### src/dns_query_packet_builder_assert.svh
// ----------------------------------------------------------------------------
// DNS query packet builder assertion macros
// Concurrent assertion wrappers that can be compiled out with ASSERT_OFF.
// ----------------------------------------------------------------------------
`ifndef DNS_QUERY_PACKET_BUILDER_ASSERT_SVH
`define DNS_QUERY_PACKET_BUILDER_ASSERT_SVH
`ifndef ASSERT_OFF
`define DQPB_ASSERT_IMPLIES(lbl, clk, rst_n, ante, cons) \
	lbl: assert property (@(posedge clk) disable iff (!rst_n) (ante) |-> (cons)) \
		else $error("implication check failed");
`define DQPB_ASSERT_NEXT(lbl, clk, rst_n, ante, cons) \
	lbl: assert property (@(posedge clk) disable iff (!rst_n) (ante) |=> (cons)) \
		else $error("next-cycle check failed");
`else
`define DQPB_ASSERT_IMPLIES(lbl, clk, rst_n, ante, cons)
`define DQPB_ASSERT_NEXT(lbl, clk, rst_n, ante, cons)
`endif
`endif

### src/dqpb_pkg.sv
`timescale 1ns / 1ps
// ----------------------------------------------------------------------------
// DNS query packet builder package
// Shared types, constants and the microcode program of the sequencer.
// ----------------------------------------------------------------------------
package dqpb_pkg;

	localparam int NUM_REGS  = 8;
	localparam int CFG_IDX_W = 4;
	localparam int CFG_W     = 16;
	localparam int BYTE_W    = 8;
	localparam int UC_ADDR_W = 5;

	typedef enum logic [1:0] {
		OP_HEADER,
		OP_CHAR,
		OP_END,
		OP_TRAILER
	} op_t;

	localparam logic [BYTE_W-1:0] DOT_CHAR = 8'h2E;

	localparam logic [CFG_W-1:0] REG_RESET [NUM_REGS] = '{
		16'h0000, 16'h0100, 16'h0001, 16'h0000,
		16'h0000, 16'h0000, 16'h0001, 16'h0001
	};

	// Byte index into the configuration space of the high byte of QTYPE.
	localparam logic [3:0] CFG_QTYPE_HI = 4'd12;

	typedef enum logic [1:0] {
		SRC_ZERO,
		SRC_CFG,
		SRC_LEN,
		SRC_MEM
	} src_t;

	typedef enum logic [1:0] {
		C_NONE,
		C_DISPATCH,
		C_EMPTY,
		C_LOOP
	} cond_t;

	typedef logic [UC_ADDR_W-1:0] uc_addr_t;

	localparam uc_addr_t UC_IDLE    = 5'd0;
	localparam uc_addr_t UC_HDR     = 5'd1;
	localparam uc_addr_t UC_HDR_END = 5'd12;
	localparam uc_addr_t UC_FLUSH   = 5'd13;
	localparam uc_addr_t UC_LOOP    = 5'd14;
	localparam uc_addr_t UC_TRL     = 5'd15;
	localparam uc_addr_t UC_TRL_END = 5'd19;

	typedef struct packed {
		cond_t      cond;
		src_t       src;
		logic [3:0] cfg_sel;
		logic       last;
		logic       fill_clr;
		uc_addr_t   next;
	} ucw_t;

	typedef struct packed {
		logic       emit;
		logic       last;
		src_t       src;
		logic [3:0] cfg_sel;
		logic       store;
		logic       ptr_clr;
		logic       ptr_inc;
		logic       fill_clr;
	} dp_ctrl_t;

	typedef struct packed {
		logic slot_free;
		logic fill_empty;
		logic at_end;
	} dp_stat_t;

	function automatic ucw_t uc_rom(input uc_addr_t addr);
		ucw_t w;
		w = '{cond: C_DISPATCH, src: SRC_ZERO, cfg_sel: 4'd0, last: 1'b0,
			fill_clr: 1'b0, next: UC_IDLE};
		case (addr) inside
			[UC_HDR:UC_HDR_END]: begin
				w = '{cond: C_NONE, src: SRC_CFG, cfg_sel: 4'(addr - UC_HDR),
					last: (addr == UC_HDR_END), fill_clr: 1'b0,
					next: (addr == UC_HDR_END) ? UC_IDLE : UC_ADDR_W'(addr + 5'd1)};
			end
			UC_FLUSH: begin
				w = '{cond: C_EMPTY, src: SRC_LEN, cfg_sel: 4'd0, last: 1'b0,
					fill_clr: 1'b0, next: UC_LOOP};
			end
			UC_LOOP: begin
				w = '{cond: C_LOOP, src: SRC_MEM, cfg_sel: 4'd0, last: 1'b0,
					fill_clr: 1'b0, next: UC_IDLE};
			end
			UC_TRL: begin
				w = '{cond: C_NONE, src: SRC_ZERO, cfg_sel: 4'd0, last: 1'b0,
					fill_clr: 1'b1, next: UC_ADDR_W'(UC_TRL + 5'd1)};
			end
			[UC_TRL+5'd1:UC_TRL_END]: begin
				w = '{cond: C_NONE, src: SRC_CFG,
					cfg_sel: 4'(addr - UC_TRL - 5'd1) + CFG_QTYPE_HI,
					last: (addr == UC_TRL_END), fill_clr: 1'b0,
					next: (addr == UC_TRL_END) ? UC_IDLE : UC_ADDR_W'(addr + 5'd1)};
			end
			default: begin
				w = '{cond: C_DISPATCH, src: SRC_ZERO, cfg_sel: 4'd0, last: 1'b0,
					fill_clr: 1'b0, next: UC_IDLE};
			end
		endcase
		return w;
	endfunction

endpackage

### src/dns_query_packet_builder.sv
`timescale 1ns / 1ps
// ----------------------------------------------------------------------------
// DNS query packet builder
// Encodes header, dotted name and question trailer of a DNS query message
// into one wire-format byte stream under control of a microcoded sequencer.
// ----------------------------------------------------------------------------
// Channel   Direction  Payload
// s_axis    in         tdata: name_char; tuser: op
// m_axis    out        tdata: out_byte; tlast: run_last; tuser: label_overflow
// cfg       in         cfg_index: register index; cfg_data: register value
//
// A name character is buffered; a header emits twelve bytes, a label its
// length byte and its characters, a trailer five bytes, at one byte per
// cycle via the output register while the output is not stalled. A dot or
// end of name with no buffered label emits no byte. Reset clears the label
// buffer fill, the overflow flag and the sequencer, and loads the register
// reset values. A stalled output holds the sequencer on its current step.
// ----------------------------------------------------------------------------
`include "dns_query_packet_builder_assert.svh"

module dns_query_packet_builder
	import dqpb_pkg::*;
#(
	parameter int LABEL_LIMIT = 63
) (
	input  logic                 clk,
	input  logic                 arst_n,
	input  logic                 s_axis_tvalid,
	output logic                 s_axis_tready,
	input  logic [7:0]           s_axis_tdata,  // [7:0] name_char
	input  logic [1:0]           s_axis_tuser,  // [1:0] op
	output logic                 m_axis_tvalid,
	input  logic                 m_axis_tready,
	output logic [7:0]           m_axis_tdata,  // [7:0] out_byte
	output logic                 m_axis_tlast,
	output logic [0:0]           m_axis_tuser,  // [0] label_overflow
	input  logic                 cfg_valid,
	output logic                 cfg_ready,
	input  logic [CFG_IDX_W-1:0] cfg_index,
	input  logic [CFG_W-1:0]     cfg_data
);

	dp_ctrl_t ctrl;
	dp_stat_t stat;

	assign cfg_ready = 1'b1;

	dqpb_seq u_seq (
		.clk      (clk),
		.arst_n   (arst_n),
		.in_valid (s_axis_tvalid),
		.in_ready (s_axis_tready),
		.in_op    (s_axis_tuser),
		.in_char  (s_axis_tdata),
		.stat     (stat),
		.ctrl     (ctrl)
	);

	dqpb_dp #(
		.LABEL_LIMIT (LABEL_LIMIT)
	) u_dp (
		.clk       (clk),
		.arst_n    (arst_n),
		.cfg_valid (cfg_valid),
		.cfg_index (cfg_index),
		.cfg_data  (cfg_data),
		.in_char   (s_axis_tdata),
		.ctrl      (ctrl),
		.stat      (stat),
		.out_valid (m_axis_tvalid),
		.out_ready (m_axis_tready),
		.out_byte  (m_axis_tdata),
		.out_last  (m_axis_tlast),
		.out_ovf   (m_axis_tuser[0])
	);

	`DQPB_ASSERT_IMPLIES(a_emit_slot, clk, arst_n, ctrl.emit, stat.slot_free)
	`DQPB_ASSERT_IMPLIES(a_store_quiet, clk, arst_n, ctrl.store, !ctrl.emit && s_axis_tready)
	`DQPB_ASSERT_NEXT(a_hdr_busy, clk, arst_n, s_axis_tvalid && s_axis_tready && (s_axis_tuser == OP_HEADER), !s_axis_tready)

endmodule

### src/dqpb_seq.sv
`timescale 1ns / 1ps
// ----------------------------------------------------------------------------
// DNS query packet builder sequencer
// Step counter over the microcode program; turns control words into
// datapath controls and decodes incoming items.
// ----------------------------------------------------------------------------
module dqpb_seq
	import dqpb_pkg::*;
(
	input  logic              clk,
	input  logic              arst_n,
	input  logic              in_valid,
	output logic              in_ready,
	input  logic [1:0]        in_op,
	input  logic [BYTE_W-1:0] in_char,
	input  dp_stat_t          stat,
	output dp_ctrl_t          ctrl
);

	uc_addr_t step_q;
	uc_addr_t step_d;
	ucw_t     cw;

	assign cw       = uc_rom(step_q);
	assign in_ready = (step_q == UC_IDLE);

	always_comb begin
		step_d       = step_q;
		ctrl         = '0;
		ctrl.src     = cw.src;
		ctrl.cfg_sel = cw.cfg_sel;
		case (cw.cond)
			C_DISPATCH: begin
				if (in_valid) begin
					case (op_t'(in_op))
						OP_HEADER: step_d = UC_HDR;
						OP_CHAR: begin
							if (in_char == DOT_CHAR) begin
								step_d = UC_FLUSH;
							end else begin
								ctrl.store = 1'b1;
							end
						end
						OP_END:     step_d = UC_FLUSH;
						OP_TRAILER: step_d = UC_TRL;
						default:    step_d = UC_IDLE;
					endcase
				end
			end
			C_EMPTY: begin
				if (stat.fill_empty) begin
					step_d = UC_IDLE;
				end else if (stat.slot_free) begin
					ctrl.emit    = 1'b1;
					ctrl.ptr_clr = 1'b1;
					step_d       = cw.next;
				end
			end
			C_LOOP: begin
				if (stat.slot_free) begin
					ctrl.emit = 1'b1;
					ctrl.last = stat.at_end;
					if (stat.at_end) begin
						ctrl.fill_clr = 1'b1;
						ctrl.ptr_clr  = 1'b1;
						step_d        = cw.next;
					end else begin
						ctrl.ptr_inc = 1'b1;
					end
				end
			end
			default: begin
				if (stat.slot_free) begin
					ctrl.emit     = 1'b1;
					ctrl.last     = cw.last;
					ctrl.fill_clr = cw.fill_clr;
					step_d        = cw.next;
				end
			end
		endcase
	end

	always_ff @(posedge clk or negedge arst_n) begin
		if (!arst_n) begin
			step_q <= UC_IDLE;
		end else begin
			step_q <= step_d;
		end
	end

endmodule

### src/dqpb_dp.sv
`timescale 1ns / 1ps
// ----------------------------------------------------------------------------
// DNS query packet builder datapath
// Configuration registers, label buffer, fill and read pointers, output
// byte selection and the output register.
// ----------------------------------------------------------------------------
module dqpb_dp
	import dqpb_pkg::*;
#(
	parameter int LABEL_LIMIT = 63
) (
	input  logic                 clk,
	input  logic                 arst_n,
	input  logic                 cfg_valid,
	input  logic [CFG_IDX_W-1:0] cfg_index,
	input  logic [CFG_W-1:0]     cfg_data,
	input  logic [BYTE_W-1:0]    in_char,
	input  dp_ctrl_t             ctrl,
	output dp_stat_t             stat,
	output logic                 out_valid,
	input  logic                 out_ready,
	output logic [BYTE_W-1:0]    out_byte,
	output logic                 out_last,
	output logic                 out_ovf
);

	localparam int FILL_W = $clog2(LABEL_LIMIT + 1);
	localparam int ADDR_W = (LABEL_LIMIT > 1) ? $clog2(LABEL_LIMIT) : 1;

	logic [CFG_W-1:0]  regs_q [NUM_REGS];
	logic [BYTE_W-1:0] mem [LABEL_LIMIT];
	logic [BYTE_W-1:0] rdata_q;
	logic [FILL_W-1:0] fill_q;
	logic [FILL_W-1:0] ptr_q;
	logic [FILL_W-1:0] ptr_d;
	logic [FILL_W-1:0] ptr_nx;
	logic              ovf_q;
	logic              can_store;
	logic [CFG_W-1:0]  cfg_word;
	logic [BYTE_W-1:0] cfg_byte;
	logic [BYTE_W-1:0] sel_byte;
	logic              out_valid_q;
	logic [BYTE_W-1:0] out_byte_q;
	logic              out_last_q;
	logic              out_ovf_q;

	assign ptr_nx    = ptr_q + FILL_W'(1);
	assign can_store = (fill_q < FILL_W'(LABEL_LIMIT));
	assign cfg_word  = regs_q[ctrl.cfg_sel[3:1]];
	assign cfg_byte  = ctrl.cfg_sel[0] ? cfg_word[7:0] : cfg_word[15:8];

	always_comb begin
		if (ctrl.ptr_clr) begin
			ptr_d = '0;
		end else if (ctrl.ptr_inc) begin
			ptr_d = ptr_nx;
		end else begin
			ptr_d = ptr_q;
		end
	end

	always_comb begin
		case (ctrl.src)
			SRC_CFG: sel_byte = cfg_byte;
			SRC_LEN: sel_byte = BYTE_W'(fill_q);
			SRC_MEM: sel_byte = rdata_q;
			default: sel_byte = '0;
		endcase
	end

	assign stat.slot_free  = !out_valid_q || out_ready;
	assign stat.fill_empty = (fill_q == '0);
	assign stat.at_end     = (ptr_nx == fill_q);

	always_ff @(posedge clk) begin
		if (ctrl.store && can_store) begin
			mem[fill_q[ADDR_W-1:0]] <= in_char;
		end
		rdata_q <= mem[ptr_d[ADDR_W-1:0]];
	end

	always_ff @(posedge clk or negedge arst_n) begin
		if (!arst_n) begin
			regs_q      <= REG_RESET;
			fill_q      <= '0;
			ptr_q       <= '0;
			ovf_q       <= 1'b0;
			out_valid_q <= 1'b0;
		end else begin
			if (cfg_valid && (cfg_index < CFG_IDX_W'(NUM_REGS))) begin
				regs_q[cfg_index[2:0]] <= cfg_data;
			end
			if (ctrl.fill_clr) begin
				fill_q <= '0;
			end else if (ctrl.store && can_store) begin
				fill_q <= fill_q + FILL_W'(1);
			end
			if (ctrl.store && !can_store) begin
				ovf_q <= 1'b1;
			end
			ptr_q <= ptr_d;
			if (ctrl.emit) begin
				out_valid_q <= 1'b1;
			end else if (out_ready) begin
				out_valid_q <= 1'b0;
			end
		end
	end

	always_ff @(posedge clk) begin
		if (ctrl.emit) begin
			out_byte_q <= sel_byte;
			out_last_q <= ctrl.last;
			out_ovf_q  <= ovf_q;
		end
	end

	assign out_valid = out_valid_q;
	assign out_byte  = out_byte_q;
	assign out_last  = out_last_q;
	assign out_ovf   = out_ovf_q;

endmodule
### config.mk
export PLATFORM = sky130hd
export DESIGN_NAME = dns_query_packet_builder
export DESIGN_NICKNAME = d
export VERILOG_FILES = /design/src/dqpb_pkg.sv /design/src/dns_query_packet_builder.sv /design/src/dqpb_seq.sv /design/src/dqpb_dp.sv
export VERILOG_INCLUDE_DIRS = /design/src /design/src/src
export SDC_FILE = /design/constraint.sdc
export NUM_CORES = 1
export LEC_CHECK = 0
export BUFFER_PORTS_ARGS = -buffer_cell sky130_fd_sc_hd__buf_2
export CORE_MARGIN = 10
export CORE_UTILIZATION = 35
export CTS_CLUSTER_SIZE = 30
export DETAILED_ROUTE_END_ITERATION = 8
export GPL_TIMING_DRIVEN = 0
export HOLD_SLACK_MARGIN = 0.1
export SLEW_MARGIN = 20
export SYNTH_ARGS = -nofsm -noshare
export SYNTH_HDL_FRONTEND = slang
export SYNTH_HIERARCHICAL = 1
export SYNTH_SLANG_ARGS = --single-unit
### constraint.sdc
create_clock -name clk -period 4.7 [get_ports clk]
set_input_delay 0.705 -clock clk [delete_from_list [all_inputs] [get_ports clk]]
set_output_delay 0.705 -clock clk [all_outputs]
set_load 0.01 [all_outputs]
==> flow_metrics.tcl <==
set metrics [dict create \
    startpoint "u_dp/ptr_q[4]" \
    drtAntennaViolNets 0 \
    slew_headroom 0.276 \
    port_buffers 44 \
    whs_ns 0.385 \
    routed_wl_um 98200 \
    clock_latency_ns 0.62 \
    reg2reg_depth 17 \
    worstMarginPinSlew_ns 1.07 \
    clkSlewWorstSetupHoldPaths_ns 0.06 \
    hold_start "s_axis_tuser[1]" \
    num_rows 106 \
    status "finished with violations" \
    cp_slowest_stage_delay_ns 0.70 \
    drt-initial-drc-count 2478 \
    cp_num_cells 17 \
    ys_top_cells_by_count "514 x edfxtp_1, 212 x nand2_1, 143 x dfrtp_1, 139 x mux2_2, 124 x nor2_1" \
    syn_area_mm2 0.0296 \
    critical_path_class "reg2reg" \
    reg2reg_slack_ns -0.03 \
    hold_path.class "in2reg" \
    worstPathCellList "xnor2_1 -> or4b_2 -> a2111oi_4 -> buf_4 -> a22o_1 -> a22oi_1 -> nor3_1 -> clkbuf_8 -> clkinvlp_4 -> nand2_4 -> buf_12 -> buf_12 -> mux2_2 -> a221oi_2 -> nor3_1 -> o21ai_1 -> o211ai_1" \
    cp.required_ns 5.10 \
    clock_path_buffers 3 \
    r2r-start "u_dp/ptr_q[4]" \
    crit_slowest_cell "or4b_2" \
    async_flop_share 0.220 \
    synth_top_cell_area_share 0.522 \
    fin_crit_ns 4.73 \
    drive_gt1_frac 0.265 \
    finalSetupViolations 1 \
    gp_congestion 0.968 \
    endpoint "u_dp/rdata_q[4]" \
    yosys-top-cells-area "edfxtp_1 52%, dfrtp_1 12%, mux2_2 5.3%, mux4_2 4.0%, nand2_1 2.7%" \
    final_nets 2341 \
    die_area_mm2 0.0965 \
    grt_pass1_wl_um 140000 \
    grt_start_max_net_pins 78 \
    hold_viol 0 \
    synth-warning-count 6 \
    cp_max_fo 10 \
    place_inst 3321 \
    r2r_end "u_dp/rdata_q[4]" \
    cp-end-kind "register" \
    synth_ff_type "edfxtp_1" \
    grt_antenna_before_repair 4 \
    yosysMostFrequentCell "edfxtp_1" \
    cts.sinks 669 \
    post-route-period-util 1.01 \
    fin_ws_ns -0.0262 \
    die-height_um 311 \
    critPathBufInv 5 \
    cts_buffers 71 \
    maxSlewViolCount 0 \
    total_leakage_power_nw 12.1 \
    synth_top_area_cell "edfxtp_1" \
    violations "negative setup slack" \
    htreeDepth 3 \
    core_area_mm2 0.0837 \
    drt_first_pass_iters 8 \
    track_usage 0.195 \
    cts_tree "yes" \
    syn_inst 2138 \
    grt_pass1_vias 20000 \
    ys_types 81 \
    drc 0 \
    root_buffer "clkbuf_16" \
    viasPerCell 5.91 \
    ys_seq_area_frac 0.652 \
    via_count 20600 \
    cap_violations 0 \
    ys_ff_latch 669 \
    power.density_mw_per_mm2 530 \
    fin_cells 3483 \
    grt_remaining_overflow 0 \
    synthesis.nets 2184 \
    place_hpwl_um 66800 \
    start_kind "register" \
    critPathTopFamily "compound AO/OA/AOI/OAI gates" \
    synth-edff-count 514 \
    avgSynthCellArea_um2 13.8 \
    fin_total_pwr_w 0.0185 \
    io-pin-count 48 \
    arrival_ns 5.13 \
    syn_to_final_growth_pct 18.0 \
    finClkSkew_ns 0.0310 \
    fp.dieW_um 311 \
    peakVddDrop_mv 0.346 \
    avgRoutedWirePerCell_um 28.2 \
    fmax_mhz 212 \
    start_util 0.353 \
]
-- layer usage --
metal  vias up  global-route usage  part of all wire
li1       8687                   -                 -
met1     10500               0.257              0.40
met2      1146               0.302              0.46
met3       221              0.0538              0.10
met4         6              0.0780             0.042
met5         -                   0           0.00047
-- power by group --
| group | switching (W) | internal, W |
|---|---|---|
| Combinational | 0.00343 | 0.00240 |
| Sequential | 0.000262 | 0.00684 |
| Clock | 0.00230 | 0.00327 |
| Total | 0.00599 | 0.0125 |
-- kinds of logic after synthesis --
family / Yosys count / synth area share
flip-flops: 669 / 0.652
AO/OA/AOI/OAI: 523 / 0.127
AND/OR/NAND/NOR: 491 / 0.0735
multiplexers: 241 / 0.110
buffers and inverters: 185 / 0.0274
XOR/XNOR: 17 / 0.00554
adder cells (fa/ha/maj): 11 / 0.00465
other: 1 / 0.000127
-- state kept, by name (all words and copies together), names as in the netlist --
| name | flops |
|---|---|
| u_dp/rdata_q | 8 |
| u_seq/step_q | 5 |
| u_dp/fill_q | 6 |
| u_dp/ptr_q | 6 |
| u_dp/out_valid | 1 |
| u_dp/ovf_q | 1 |
| u_dp/out_last | 1 |
| u_dp/out_byte | 8 |
| u_dp/regs_q | 128 |
| u_dp/mem | 504 |
| u_dp/out_ovf | 1 |
-- metrics by stage --
stage               setup WS [ns]  area [um2]  utilization  TNS, ns
detailed placement          -3.07       31300        0.375   -32.14
CTS                       -0.0221       34400        0.411  -0.0763
finish                    -0.0262       34900        0.417  -0.0262
global placement            -3.61       31200        0.373   -77.99
floorplan                  0.0147       29600            -        0
global route              -0.0338       34900        0.417  -0.0753
-- worst min path at each step --
stage / slack (ns) / cells past startpoint / to
after floorplan: 0.41 / 0 / u_dp/fill_q[0]
after global placement: 0.47 / 0 / u_dp/out_ovf
after detailed placement: 0.45 / 0 / u_dp/out_ovf
after CTS: 0.37 / 3 / u_seq/step_q[1]
after global routing: 0.40 / 3 / u_seq/step_q[1]
final: 0.38 / 3 / u_seq/step_q[1]
-- final cells by class --
| type | count | area [um2] |
|---|---|---|
| clock inverters | 35 | 362 |
| flip-flops and latches | 669 | 19300 |
| fillers | 7620 | 48800 |
| inverters | 24 | 105 |
| repair buffers | 93 | 661 |
| diodes | 2 | 5.00 |
| plain buffers | 152 | 1020 |
| well taps | 1134 | 1420 |
| clock buffers | 90 | 1920 |
| multi-input cells | 1284 | 10100 |
-- repair_timing --
item | 4_1_cts | 5_1_grt
pin swaps | 21 | 13
endpoints found under the hold margin | 67 | 0
setup buffers | 12 | 31
setup endpoints to repair | 62 | 273
hold buffers | 1 | 0
resized for setup | 203 | 85
-- cell usage in the layout, fill, tap and decap left out, types with 43 or more instances in the layout --
master       n
edfxtp_1   514
nand2_1    208
mux2_2     138
dfrtp_1    137
nor2_1     104
o21ai_0    103
clkbuf_16   73
a21oi_1     68
a221oi_1    67
buf_4       65
clkbuf_1    56
buf_2       55
nand3_1     55
mux4_2      52
mux2i_1     43
-- worst min-delay path, delay by kind of cell --
family / cells / cell delay, ns
compound gates: 1 / 0.07
simple gates: 1 / 0.07
buf+inv: 1 / 0.11
Power figures use the tool's default switching activity.
